## src/rtl/core/plsp_pkg.sv

```systemverilog
// Package for the polyline station/lateral projection block.
// Types, codes and widths shared by plsp_ctrl, plsp_dp and the top level.
// No dependencies.
package plsp_pkg;

    localparam int MAX_POINTS_DEF = 256;
    localparam int COORD_W        = 24;
    localparam int DIV_Q_W        = 28;
    localparam int DIV_CNT_W      = $clog2(DIV_Q_W + 1);
    localparam logic [3:0] MUL_LAST_STEP = 4'd10;

    localparam logic [1:0] CMD_CLEAR   = 2'd0;
    localparam logic [1:0] CMD_APPEND  = 2'd1;
    localparam logic [1:0] CMD_PROJECT = 2'd2;

    localparam logic [1:0] STAT_OK     = 2'd0;
    localparam logic [1:0] STAT_NO_SEG = 2'd1;
    localparam logic [1:0] STAT_FULL   = 2'd2;

    typedef enum logic [4:0] {
        OP_NONE,
        OP_LATCH,
        OP_CLEAR,
        OP_APPEND_WR,
        OP_RD_PREV,
        OP_LOAD_APP,
        OP_RD_A0,
        OP_LOAD_A,
        OP_RD_B,
        OP_LOAD_B,
        OP_SUBS,
        OP_MUL,
        OP_SQ_INIT,
        OP_SQ_STEP,
        OP_SQ_END,
        OP_DIV_INIT,
        OP_DIV_STEP,
        OP_DIV_END,
        OP_ZERO_PP,
        OP_PP,
        OP_EVAL,
        OP_RD_BEST,
        OP_OUT
    } dp_op_t;

    typedef enum logic [1:0] {
        KIND_OK,
        KIND_NOSEG,
        KIND_FULL,
        KIND_PROJ
    } out_kind_t;

    typedef struct packed {
        dp_op_t    op;
        logic [3:0] step;
        logic      sel;
        out_kind_t kind;
    } dp_cmd_t;

    typedef struct packed {
        logic [1:0] cmd_code;
        logic       count_zero;
        logic       count_full;
        logic       count_lt2;
        logic       sq_done;
        logic       dv_done;
        logic       len_zero;
        logic       last_seg;
    } dp_stat_t;

    typedef enum logic [4:0] {
        S_IDLE,
        S_DISPATCH,
        S_APP_LOAD,
        S_APP_WR,
        S_LOAD_A,
        S_RD_B,
        S_LOAD_B,
        S_SUBS,
        S_MUL,
        S_SQ_INIT,
        S_SQ_RUN,
        S_SQ_END,
        S_DIV_CHK,
        S_DIV_INIT,
        S_DIV_RUN,
        S_DIV_END,
        S_PP,
        S_EVAL,
        S_RD_BEST,
        S_DONE
    } ctrl_state_t;

endpackage

```

## src/rtl/core/plsp_ctrl.sv

```systemverilog
// Sequencer for the polyline projection block.
// Walks append and project commands through plsp_dp; depends on plsp_pkg.
module plsp_ctrl
    import plsp_pkg::*;
(
    input  logic     aclk,
    input  logic     aresetn,
    input  logic     s_tvalid,
    output logic     s_tready,
    output logic     m_tvalid,
    input  logic     m_tready,
    output dp_cmd_t  cmd,
    input  dp_stat_t stat
);

    ctrl_state_t state_reg, state_next;
    logic [3:0]  step_reg, step_next;
    logic        app_reg, app_next;
    logic        fin_reg, fin_next;
    logic        dsel_reg, dsel_next;
    out_kind_t   kind_reg, kind_next;
    logic        m_valid_reg, m_valid_next;

    always_ff @(posedge aclk) begin
        if (!aresetn) begin
            state_reg   <= S_IDLE;
            step_reg    <= '0;
            app_reg     <= 1'b0;
            fin_reg     <= 1'b0;
            dsel_reg    <= 1'b0;
            kind_reg    <= KIND_OK;
            m_valid_reg <= 1'b0;
        end else begin
            state_reg   <= state_next;
            step_reg    <= step_next;
            app_reg     <= app_next;
            fin_reg     <= fin_next;
            dsel_reg    <= dsel_next;
            kind_reg    <= kind_next;
            m_valid_reg <= m_valid_next;
        end
    end

    assign s_tready = (state_reg == S_IDLE);
    assign m_tvalid = m_valid_reg;

    always_comb begin
        state_next   = state_reg;
        step_next    = step_reg;
        app_next     = app_reg;
        fin_next     = fin_reg;
        dsel_next    = dsel_reg;
        kind_next    = kind_reg;
        m_valid_next = m_valid_reg && !m_tready;
        cmd.op       = OP_NONE;
        cmd.step     = step_reg;
        cmd.sel      = 1'b0;
        cmd.kind     = kind_reg;
        case (state_reg)
            S_IDLE: begin
                if (s_tvalid) begin
                    cmd.op     = OP_LATCH;
                    fin_next   = 1'b0;
                    state_next = S_DISPATCH;
                end
            end
            S_DISPATCH: begin
                case (stat.cmd_code)
                    CMD_CLEAR: begin
                        cmd.op     = OP_CLEAR;
                        kind_next  = KIND_OK;
                        state_next = S_DONE;
                    end
                    CMD_APPEND: begin
                        app_next = 1'b1;
                        if (stat.count_full) begin
                            kind_next  = KIND_FULL;
                            state_next = S_DONE;
                        end else if (stat.count_zero) begin
                            cmd.op     = OP_APPEND_WR;
                            kind_next  = KIND_OK;
                            state_next = S_DONE;
                        end else begin
                            cmd.op     = OP_RD_PREV;
                            state_next = S_APP_LOAD;
                        end
                    end
                    CMD_PROJECT: begin
                        app_next = 1'b0;
                        if (stat.count_lt2) begin
                            kind_next  = KIND_NOSEG;
                            state_next = S_DONE;
                        end else begin
                            cmd.op     = OP_RD_A0;
                            state_next = S_LOAD_A;
                        end
                    end
                    default: begin
                        kind_next  = KIND_OK;
                        state_next = S_DONE;
                    end
                endcase
            end
            S_APP_LOAD: begin
                cmd.op     = OP_LOAD_APP;
                state_next = S_SUBS;
            end
            S_APP_WR: begin
                cmd.op     = OP_APPEND_WR;
                kind_next  = KIND_OK;
                state_next = S_DONE;
            end
            S_LOAD_A: begin
                cmd.op     = OP_LOAD_A;
                state_next = S_RD_B;
            end
            S_RD_B: begin
                cmd.op     = OP_RD_B;
                state_next = S_LOAD_B;
            end
            S_LOAD_B: begin
                cmd.op     = OP_LOAD_B;
                state_next = S_SUBS;
            end
            S_SUBS: begin
                cmd.op     = OP_SUBS;
                step_next  = '0;
                state_next = S_MUL;
            end
            S_MUL: begin
                cmd.op = OP_MUL;
                if (step_reg == MUL_LAST_STEP) begin
                    state_next = S_SQ_INIT;
                end else begin
                    step_next = step_reg + 4'd1;
                end
            end
            S_SQ_INIT: begin
                cmd.op     = OP_SQ_INIT;
                cmd.sel    = fin_reg;
                state_next = S_SQ_RUN;
            end
            S_SQ_RUN: begin
                if (stat.sq_done) begin
                    state_next = S_SQ_END;
                end else begin
                    cmd.op = OP_SQ_STEP;
                end
            end
            S_SQ_END: begin
                cmd.op  = OP_SQ_END;
                cmd.sel = fin_reg;
                if (fin_reg) begin
                    state_next = S_RD_BEST;
                end else if (app_reg) begin
                    state_next = S_APP_WR;
                end else begin
                    state_next = S_DIV_CHK;
                end
            end
            S_DIV_CHK: begin
                if (stat.len_zero) begin
                    cmd.op     = OP_ZERO_PP;
                    state_next = S_PP;
                end else begin
                    dsel_next  = 1'b0;
                    state_next = S_DIV_INIT;
                end
            end
            S_DIV_INIT: begin
                cmd.op     = OP_DIV_INIT;
                cmd.sel    = dsel_reg;
                state_next = S_DIV_RUN;
            end
            S_DIV_RUN: begin
                if (stat.dv_done) begin
                    state_next = S_DIV_END;
                end else begin
                    cmd.op = OP_DIV_STEP;
                end
            end
            S_DIV_END: begin
                cmd.op  = OP_DIV_END;
                cmd.sel = dsel_reg;
                if (dsel_reg) begin
                    state_next = S_PP;
                end else begin
                    dsel_next  = 1'b1;
                    state_next = S_DIV_INIT;
                end
            end
            S_PP: begin
                cmd.op     = OP_PP;
                state_next = S_EVAL;
            end
            S_EVAL: begin
                cmd.op = OP_EVAL;
                if (stat.last_seg) begin
                    fin_next   = 1'b1;
                    state_next = S_SQ_INIT;
                end else begin
                    state_next = S_RD_B;
                end
            end
            S_RD_BEST: begin
                cmd.op     = OP_RD_BEST;
                kind_next  = KIND_PROJ;
                state_next = S_DONE;
            end
            S_DONE: begin
                if (!m_valid_reg || m_tready) begin
                    cmd.op       = OP_OUT;
                    m_valid_next = 1'b1;
                    state_next   = S_IDLE;
                end
            end
            default: begin
                state_next = S_IDLE;
            end
        endcase
    end

endmodule

```

## config.mk

```make
export PLATFORM = sky130hd
export DESIGN_NAME = plsp_ctrl
export DESIGN_NICKNAME = d
export VERILOG_FILES = /design/src/rtl/core/plsp_pkg.sv /design/src/rtl/core/plsp_ctrl.sv
export SDC_FILE = /design/constraint.sdc
export NUM_CORES = 1
export LEC_CHECK = 0
export ABC_CLOCK_PERIOD_IN_PS = 4900
export BUFFER_PORTS_ARGS = -buffer_cell sky130_fd_sc_hd__buf_4
export CORE_MARGIN = 2
export CORE_UTILIZATION = 60
export CTS_BUF_LIST = sky130_fd_sc_hd__clkbuf_16
export DETAILED_ROUTE_END_ITERATION = 10
export PLACE_DENSITY = 0.84
export SETUP_SLACK_MARGIN = 0.05
export SLEW_MARGIN = 20
export SYNTH_ARGS = -nofsm -noshare
export SYNTH_HDL_FRONTEND = slang
export SYNTH_SLANG_ARGS = --single-unit
```

## constraint.sdc

```tcl
create_clock -name aclk -period 4.9 [get_ports aclk]
set_input_delay 0.245 -clock aclk [delete_from_list [all_inputs] [get_ports aclk]]
set_output_delay 0.245 -clock aclk [all_outputs]
set_load 0.02 [all_outputs]
```

# == Word level (Yosys, flattened, before mapping) ==
# Cells that the tools add are included.
# totals
output_inout_bits,14
inputBits,13
elab_cells,102
reg_bits,15
# classes
muxes,41
reduce_logical,21
n_eq_ne,32
n_addsub,1
# ops
op,n
5-bit one-hot mux with 20 select lines,1
5-bit one-hot mux with 18 select lines,1
5-bit two-way mux,14
5-bit by 4-bit == test with 1-bit output (second input constant),8
5-bit by 3-bit == test with 1-bit output (second input constant),4
5-bit == test (second input constant),4
4-bit two-way mux,4
2-bit inequality test (second input constant),8
5-bit by 2-bit == test with 1-bit output (second input constant),2
5-bit one-hot mux with 2 select lines,1
3-bit two-way mux,3
3-bit one-hot mux with 3 select lines,1
1-bit one-hot mux with 2 select lines,4
4-bit one-hot mux with 2 select lines,1
2-bit nonzero test,4
2-bit OR reduction,4
1-bit two-way mux,6
2-bit two-way mux,3
2-bit one-hot mux with 3 select lines,1
2-bit AND reduction,3
3-bit AND reduction,2
5-bit by 1-bit == test with 1-bit output (second input constant),1
5-bit zero test,1
5-bit AND reduction,1
other kinds (12),13

# == Longest topological paths before layout ==
# Gate-level depths: netlist (run 1).
# depth
word_depth,4
depth_mapped,6
depth_no_buf,6

# == Least setup slack after synthesis (run 1) ==
# OpenSTA, ideal clock, no wires.
# synth_timing
path_type,flip-flop to output port
startpoint,reg state_reg[0]
endpoint,out cmd[10] in the netlist's numbering
path_buffers,2
path_slack_ns,2.644
arrival_time_ns,2.011
path_stages_with_launch,5
required_ns,4.655
path_cell_list,dfxtp_1 -> buf_2 -> buf_2 -> nor2_1 -> a2111oi_0
# synth_lines
element,line,rtl
start: declaration,plsp_ctrl.sv:16,"ctrl_state_t state_reg, state_next;"
start signal: assignment,plsp_ctrl.sv:34,state_reg <= state_next;
end: declaration,plsp_ctrl.sv:12,"output dp_cmd_t cmd,"

==> results of run 1 <==
power by group through the flow:
stage / Clock [mW] / Combinational (mW) / Sequential [mW]
floorplan: 0 / 0.368 / 0.165
global placement: 0 / 0.411 / 0.225
detailed placement: 0 / 0.420 / 0.228
CTS: 0.161 / 0.424 / 0.227
global route: 0.163 / 0.466 / 0.236
finish: 0.160 / 0.429 / 0.231
critical path: stages (launching register included):
cell	delay (ns)
dfxtp_1	0.84
or3b_4	0.51
or3_1	0.38
o32a_1	0.21
o211ai_2	0.08
buf_4	0.17
cells in the final DEF (no fill, tap or decap), drive strengths merged, types with 6 or more instances in the layout:
cell type | synthesis | routed
o211ai | 6 | 6
ha | 6 | 6
inv | 8 | 9
nor3 | 7 | 7
o21ai | 6 | 6
nand2b | 6 | 6
dfxtp | 15 | 15
nand2 | 13 | 13
a21oi | 9 | 9
nor2 | 23 | 23
buf | 11 | 26
nand3 | 8 | 8
layer usage:
layer | GRT usage [%] | share of wire, %
met4 | 10.7 | 1.9
met5 | 0 | 0
met3 | 7.34 | 11
met1 | 37.0 | 39
met2 | 49.6 | 48
final timing paths:
| check | slack (ns) | endpoint |
|---|---|---|
| min | 0.28 | step_reg[0] |
| max reg2reg | 2.69 | state_reg[0] |
| min reg2reg | 0.52 | dsel_reg |
| max | 2.21 | cmd[8] |
stage by stage:
stage | std cells | total power [mW] | area (µm²) | hold WS, ns
after detailed placement | 236 | 0.649 | 1610 | 0.516
final | 240 | 0.820 | 1690 | 0.275
after floorplan | 193 | 0.533 | 1440 | 0.362
after CTS | 240 | 0.812 | 1690 | 0.270
after global routing | 240 | 0.865 | 1690 | 0.283
after global placement | 236 | 0.636 | 1610 | 0.506
cell families after synthesis:
kind of cell    after synthesis  share of synthesized area, %
compound gates               53                          26.3
buf+inv                      21                          6.88
mux                           3                          2.26
fa+ha+maj                     7                          5.92
flops                        15                          20.9
simple gates                 88                          34.1
xor+xnor                      6                          3.66
final cells by class:
class / count / area (µm²)
multi-input cells: 157 / 1040
repair buffers: 26 / 195
clock inverters: 1 / 3.75
inverters: 10 / 37.5
clock buffers: 3 / 75.1
well taps: 28 / 35.0
fillers: 178 / 548
flip-flops and latches: 15 / 300
==> results.ini, run 1 <==
[status]
status=finished clean

[cts]
insertion_delay_ns=0.25
numCtsBuffers=3
clockBufferDepth=2
path_clk_slew_ns=0.05
cts_setup_buffers=0
cts_max_level=1
cts_tree=done
root_buffer=clkbuf_16
post_cts_resized=0
cts_hold_buf=0
cts_sinks=15

[route]
drtIter0Drc=74
via_count=1556
detail_route.wl_per_cell_um=16.0
firstDrtPassIters=5
drt_wl_total_um=3850
route.detailed.drc=0
ant_nets=0
viasPerCell=6.48

[floorplanning]
rows=17
die_h_um=53.0
die_x_um=53.0
start_util_pct=64.4
die_area_um2=2800
core_area_um2=2230
io_pins=27

[synthesis]
synth_area_um2=1440
yosysMostFrequentCell=nor2_1
synth_seq_area_share_pct=20.9
synthTopCellsByArea=dfxtp_1 21%, nor2_1 6.0%, ha_1 5.2%
synthFlopType=dfxtp_1
synth-edff-count=0
synth-warning-count=0
synth_top_area_cell=dfxtp_1
syn_area_per_cell_um2=7.45
netlist_top_cells_count=23 x nor2_1, 15 x dfxtp_1, 13 x nand2_1, 10 x buf_2, 9 x a21oi_1
synth.net_count=212
ys_ff_latch=15
synth_top_area_share_pct=20.9
synth_cell_types=53
syn_inst=193
async_flop_share_pct=0

[sta]
worst_slew_pin_slew_ns=0.853
fin_crit_sh_pct=54.9
rsz0062_at_grt=false
setup_tns_ns=0
fin_crit_ns=2.69
maxSlewHeadroom_pct=43.0
clock_skew_ns=0.0102
setup_ws_ns=2.21
finalSetupViolCount=0
hold_viol=0
final_max_slew_viol_count=0
max_freq_ghz=0.372

[flow_run]
drv_cap=0

[power]
switching_share_pct=45.5
p_int_mw=0.447
p_leak_nw=0.667
netSwitchingPower_mw=0.373
ir_worst_vdd_mv=0.336
combPwrFrac_pct=52.4
powerDensity_nw_per_um2=486
clkPwrFrac_pct=19.5
p_seq_share_pct=28.2

[global_routing]
grt_usage_pct=29.8
grt_pass1_wl_um=6120
antenna_found_initial=0
grt_overflow=0
grt_max_degree=28
grt_pass1_vias=1375

[final_layout]
drive_gt1_share_pct=19.3
final_core_util_pct=75.5
area_growth_pct=17.2
fin_nets=232
antennaDiodeCount=0
largest_reg_flops=5

[setup_path]
worst_r2r_path_depth=4
endpoint_kind=output pin
cp_max_fo=24
crit_arrival_ns=2.45
crit_required_ns=4.66
worst-setup-path-type=reg2out
r2r-start=state_reg[1]
timing.critical_path.from=state_reg[0]
worstSetupStartpointType=flop

[hold_path]
min-delay-path-class=in2reg
holdPathStages=2
min_from=aresetn

[placed_design]
dp_hpwl_um=2780
pre_cts_ws_ns=2.53
finalWeightedCongestion=0.979
io_buffers=26

Note: power is estimated with default switching activity, not from simulation.
==> inputs of run 2 (changes only) <==
--- a/config.mk
+++ b/config.mk
@@ -5,13 +5,13 @@
 export SDC_FILE = /design/constraint.sdc
 export NUM_CORES = 1
 export LEC_CHECK = 0
-export ABC_CLOCK_PERIOD_IN_PS = 4900
+export ABC_CLOCK_PERIOD_IN_PS = 2360
 export BUFFER_PORTS_ARGS = -buffer_cell sky130_fd_sc_hd__buf_4
 export CORE_MARGIN = 2
-export CORE_UTILIZATION = 60
+export CORE_UTILIZATION = 50
 export CTS_BUF_LIST = sky130_fd_sc_hd__clkbuf_16
 export DETAILED_ROUTE_END_ITERATION = 10
-export PLACE_DENSITY = 0.84
+export PLACE_DENSITY = 0.75
 export SETUP_SLACK_MARGIN = 0.05
 export SLEW_MARGIN = 20
 export SYNTH_ARGS = -nofsm -noshare
==> constraint.sdc (replaced) <==
create_clock -name aclk -period 2.36 [get_ports aclk]
set_input_delay 0.118 -clock aclk [delete_from_list [all_inputs] [get_ports aclk]]
set_output_delay 0.118 -clock aclk [all_outputs]
set_load 0.02 [all_outputs]
==> run 2 against run 1 <==
Register-to-register slack worse by 2.3 ns. First-iteration DRC count is 14% higher. Clock power is 100% higher. Sequential share of layout area is 0.65 points lower. Combinational power grew to 2.5 times the previous value. Setup slack worse by 2.0 ns.
==> results.ini, run 2 (synthesis gave the netlist of run 1 again) <==
[status]
status=finished clean

[setup_path]
cpPeakStageDelay_ns=0.51  ; -0.33 ns
slowest_stage=dfxtp_1
cp_cell_sequence=or2_2 > or3_1 > o32a_1 > o211ai_2 > buf_4
crit_required_ns=2.24  ; -2.42 ns
cp_max_fo=21  ; -13%
worstSetupStartpointType=flop
crit_arrival_ns=2.07  ; -0.38 ns
endpoint_kind=output pin
worst-setup-path-type=reg2out

[sta]
hold_viol=0  ; unchanged
fin_crit_sh_pct=92.9
final_max_slew_viol_count=0  ; unchanged
clock_skew_ns=0.00157  ; -0.00862 ns
fin_crit_ns=2.19
maxSlewHeadroom_pct=55.5  ; +12 points
finalSetupViolCount=0  ; unchanged
worst_slew_pin_slew_ns=0.667  ; -0.186 ns
hold-worst-slack_ns=0.147  ; -0.129 ns
setup_tns_ns=0  ; unchanged
rsz0062_at_grt=false
max_freq_ghz=0.456

[cts]
path_clk_slew_ns=0.05  ; about the same
cts_tree=done
root_buffer=clkbuf_16
clockBufferDepth=2  ; unchanged
cts_setup_buffers=0  ; unchanged
numCtsBuffers=3  ; unchanged
cts_sinks=15  ; unchanged
cts_max_level=1  ; unchanged
cts_hold_buf=0  ; unchanged
post_cts_resized=0  ; unchanged
insertion_delay_ns=0.25  ; about the same

[power]
p_seq_share_pct=21.2  ; -7.0 points
ir_worst_vdd_mv=0.931  ; +180%
powerDensity_nw_per_um2=1020  ; +110%
clkPwrFrac_pct=18.2  ; -1.3 points
total_power_mw=1.78  ; +120%
combPwrFrac_pct=60.5  ; +8.1 points
p_int_mw=0.981  ; +120%
switching_share_pct=44.9  ; -0.56 points
netSwitchingPower_mw=0.800  ; +110%
p_leak_nw=0.709  ; +6.2%

[global_routing]
grt_usage_pct=27.6  ; -2.2 points
grt_pass1_wl_um=7150  ; +17%
grt_pass1_vias=1550  ; +13%
grt_overflow=0  ; unchanged
grt_max_degree=22  ; -21%
antenna_found_initial=0  ; unchanged

[floorplanning]
core_area_um2=2730  ; +22%
die_x_um=57.6  ; +8.8%
io_pins=27  ; unchanged
die_area_um2=3320  ; +18%
start_util_pct=52.6  ; -12 points
rows=19  ; +2
die_h_um=57.6  ; +8.8%

[placed_design]
finalWeightedCongestion=0.908  ; -7.2%
dp_hpwl_um=3240  ; +17%
io_buffers=26  ; unchanged

[route]
drt_wl_total_um=4350  ; +13%
route.detailed.drc=0  ; unchanged
firstDrtPassIters=6  ; +1
viasPerCell=6.42  ; -0.94%
via_count=1612  ; +3.6%
detail_route.wl_per_cell_um=17.3  ; +8.0%
drtIter0Drc=84  ; +14%
ant_nets=0  ; unchanged

[final_layout]
fin_nets=240  ; +3.4%
area_growth_pct=21.7
largest_reg_flops=5  ; unchanged
final_core_util_pct=64.0  ; -11 points
final_common_cell=buf_4
layout_common_cells=34 x buf_4, 23 x nor2_1, 15 x dfxtp_1, 13 x nand2_1
drive_gt1_share_pct=22.3  ; +2.9 points
antennaDiodeCount=0  ; unchanged

[hold_path]
min-delay-path-class=in2reg

[flow_run]
drv_cap=0  ; unchanged

==> run 2: changes by cell type in the layout (fill, tap and decap cells not counted), sizes merged <==
cell,change
buf,+8
==> run 2: final cells by class <==
cell class	instances	area (µm²)
Clock buffer	3	75.1
Multi-Input combinational cell	157	1040
Clock inverter	1	3.75
Inverter	10	37.5
Timing Repair Buffer	34	255
Fill cell	230	985
Tap cell	31	38.8
Sequential cell	15	300
==> run 2: per-stage QoR <==
step                      std cells  setup slack [ns]  instance area (µm²)
after global placement          247             0.501                 1670
final                           251             0.169                 1750
after CTS                       251             0.187                 1750
after detailed placement        247             0.450                 1670
after floorplan                 193             0.231                 1440
after global routing            251            0.0980                 1750
==> run 2: path summary, 6_finish.rpt <==
check          startpoint      endpoint  slack (ns)  cells past startpoint
max          state_reg[2]        cmd[8]        0.17                      5
min               aresetn   step_reg[0]        0.15                      2
max reg2reg  state_reg[1]  state_reg[0]        0.39                      5
min reg2reg      dsel_reg      dsel_reg        0.52                      2
==> run 2: power by group through the flow <==
stage | sequential (mW) | combinational [mW] | clock, mW
after floorplan | 0.342 | 0.764 | 0
after global placement | 0.377 | 1.04 | 0
after detailed placement | 0.379 | 1.05 | 0
after CTS | 0.374 | 1.06 | 0.322
after global routing | 0.383 | 1.16 | 0.336
final | 0.378 | 1.08 | 0.325
==> run 2: per-layer routing <==
| layer | vias to the layer above | part of all wire [%] | GRT usage, % |
|---|---|---|---|
| met5 | - | 0 | 0 |
| met4 | 0 | 3.4 | 15.0 |
| met3 | 19 | 8.4 | 5.80 |
| met2 | 92 | 47 | 43.8 |
| met1 | 731 | 42 | 35.1 |
| li1 | 770 | - | - |
==> run 2: critical path, delay by kind of cell (launching register included) <==
family | cells | cell delay (ns)
compound gates | 2 | 0.30
flops | 1 | 0.51
buf+inv | 1 | 0.16
simple gates | 2 | 0.84
==> inputs of run 3 (changes only) <==
--- a/config.mk
+++ b/config.mk
@@ -7,11 +7,12 @@
 export LEC_CHECK = 0
 export ABC_CLOCK_PERIOD_IN_PS = 2360
 export BUFFER_PORTS_ARGS = -buffer_cell sky130_fd_sc_hd__buf_4
+export CAP_MARGIN = 20
 export CORE_MARGIN = 2
-export CORE_UTILIZATION = 50
+export CORE_UTILIZATION = 28
 export CTS_BUF_LIST = sky130_fd_sc_hd__clkbuf_16
 export DETAILED_ROUTE_END_ITERATION = 10
-export PLACE_DENSITY = 0.75
+export PLACE_DENSITY = 0.47
 export SETUP_SLACK_MARGIN = 0.05
 export SLEW_MARGIN = 20
 export SYNTH_ARGS = -nofsm -noshare
==> run 3 against run 2 <==
Flip-flop and latch count stayed put. Maximum frequency rose by 3.1%. Sequential share of layout area fell by 0.40 points. Setup slack improved by 0.067 ns. Register-to-register slack gained 0.09 ns. Critical path type unchanged. Highest routed layer unchanged.
==> results.ini, run 3 (synthesis gave the netlist of run 1 again) <==
[status]
status=finished clean

[hold_path]
min_from=aresetn
holdPathStages=2  ; unchanged
holdPathEnd=step_reg[0]
min-delay-path-class=in2reg

[route]
viasPerCell=5.33  ; -17%
drt_wl_total_um=4290  ; -1.3%
route.detailed.drc=0  ; unchanged
firstDrtPassIters=4  ; -2
drtIter0Drc=126  ; +50%
detail_route.wl_per_cell_um=14.9  ; -14%
ant_nets=0  ; unchanged
via_count=1541  ; -4.4%

[setup_path]
crit_required_ns=2.24  ; about the same
worst-setup-path-type=reg2out
cp_max_fo=17  ; -19%
reg2reg_slack_ns=0.48  ; +0.09 ns
cpPeakStageDelay_ns=0.47  ; -0.04 ns
slowest_stage=dfxtp_1
cp_cell_sequence=or2_2 > or3_1 > o32a_1 > o211ai_2 > buf_4
crit_arrival_ns=2.01  ; -0.06 ns
rr_endpoint=state_reg[0]
endpoint_kind=output pin
worst_r2r_path_depth=4  ; -1
worstSetupStartpointType=flop
r2r-start=state_reg[1]

[final_layout]
area_growth_pct=24.5
n_fill_cell=535  ; +130%
multi_input_area_um2=1040  ; unchanged
seqCellArea_um2=300  ; unchanged
design_area_um2=1790  ; +2.4%
drive_gt1_share_pct=21.9  ; -0.35 points
fin_nets=239  ; -0.42%
layout.cells.non_filler=289  ; +15%
antennaDiodeCount=0  ; unchanged
layout_common_cells=33 x buf_4, 23 x nor2_1, 15 x dfxtp_1, 13 x nand2_1
final_common_cell=buf_4
largest_reg_flops=5  ; unchanged

[sta]
setup_ws_ns=0.235  ; +0.0669 ns
finalSetupViolCount=0  ; unchanged
maxSlewHeadroom_pct=64.6  ; +9.1 points
max_freq_ghz=0.471  ; +3.1%
clock_skew_ns=0.00108  ; -0.000485 ns
worst_slew_pin_slew_ns=0.530  ; -0.137 ns
hold_viol=0  ; unchanged
final_max_slew_viol_count=0  ; unchanged
rsz0062_at_grt=false
setup_tns_ns=0  ; unchanged
fin_crit_ns=2.12  ; -0.0669 ns
fin_crit_sh_pct=90.0  ; -2.8 points

[cts]
numCtsBuffers=3  ; unchanged
insertion_delay_ns=0.24  ; about the same
root_buffer=clkbuf_16
cts_hold_buf=0  ; unchanged
cts_tree=done
post_cts_resized=0  ; unchanged
path_clk_slew_ns=0.05  ; about the same
clockBufferDepth=2  ; unchanged
cts_sinks=15  ; unchanged
cts_max_level=1  ; unchanged
cts_setup_buffers=0  ; unchanged

[global_routing]
grt_usage_pct=16.0  ; -12 points
antenna_found_initial=0  ; unchanged
grt_overflow=0  ; unchanged
grt_pass1_wl_um=6960  ; -2.6%
grt_max_degree=22  ; unchanged
grt_pass1_vias=1392  ; -10%

[power]
p_leak_nw=0.704  ; -0.70%
powerDensity_nw_per_um2=978  ; -3.9%
clkPwrFrac_pct=18.5  ; +0.3 points
p_int_mw=0.965  ; -1.7%
p_seq_share_pct=21.0  ; -0.2 points
netSwitchingPower_mw=0.787  ; -1.7%
ir_worst_vdd_mv=0.391  ; -58%
switching_share_pct=44.9  ; about the same
total_power_mw=1.75  ; -1.7%
combPwrFrac_pct=60.5  ; about the same

[placed_design]
finalWeightedCongestion=0.813  ; -11%
placed_cell_area_um2=1710  ; +2.5%
pre_cts_ws_ns=0.513  ; +0.0627 ns
post-place-cells=285  ; +15%
io_buffers=26  ; unchanged
dp_hpwl_um=3380  ; +4.4%

[floorplanning]
core_area_um2=5040  ; +84%
start_util_pct=28.5  ; -24 points
die_area_um2=5720  ; +72%
io_pins=27  ; unchanged
die_h_um=75.7  ; +31%
die_x_um=75.7  ; +31%
rows=26  ; +7

[flow_run]
drv_cap=0  ; unchanged

-- run 3: layer usage --
layer  GRT usage, %  routed length [µm]
met3           1.59                 190
met1           23.0                2060
met5              0                   0
met4           5.26                  47
met2           25.0                2000
-- run 3: worst max path at each step --
| stage | cells after the start | endpoint | startpoint |
|---|---|---|---|
| floorplan | 4 | cmd[10] | state_reg[0] |
| global placement | 5 | cmd[8] | state_reg[1] |
| detailed placement | 5 | cmd[8] | state_reg[1] |
| CTS | 5 | cmd[8] | state_reg[1] |
| global route | 4 | cmd[10] | state_reg[1] |
| finish | 5 | cmd[8] | state_reg[1] |
-- run 3: cell type report --
cell class,instances,area share [%]
clock buffer,3,4.19
timing repair buffer,33,13.8
multi-input combinational,157,58.0
clock inverter,1,0.210
inverter,10,2.10
tap,70,4.89
sequential,15,16.8
-- run 3: power by group through the flow --
stage / Sequential (mW) / Combinational [mW] / Clock, mW
floorplan: 0.342 / 0.764 / 0
global route: 0.375 / 1.16 / 0.349
finish: 0.368 / 1.06 / 0.323
global placement: 0.369 / 1.07 / 0
CTS: 0.366 / 1.06 / 0.330
detailed placement: 0.370 / 1.06 / 0
-- run 3: worst max-delay path, delay by kind of cell, from the launching register on --
kind	cells	cell delay (ns)
flip-flops	1	0.47
AO/OA/AOI/OAI	2	0.29
buffers and inverters	1	0.16
AND/OR/NAND/NOR	2	0.84
-- run 3: metrics by stage --
step / hold WS (ns) / util, %
after CTS: 0.151 / 35.5
after floorplan: 0.235 / -
final: 0.144 / 35.5
after global routing: 0.173 / 35.5
after global placement: 0.405 / 33.9
after detailed placement: 0.402 / 33.9
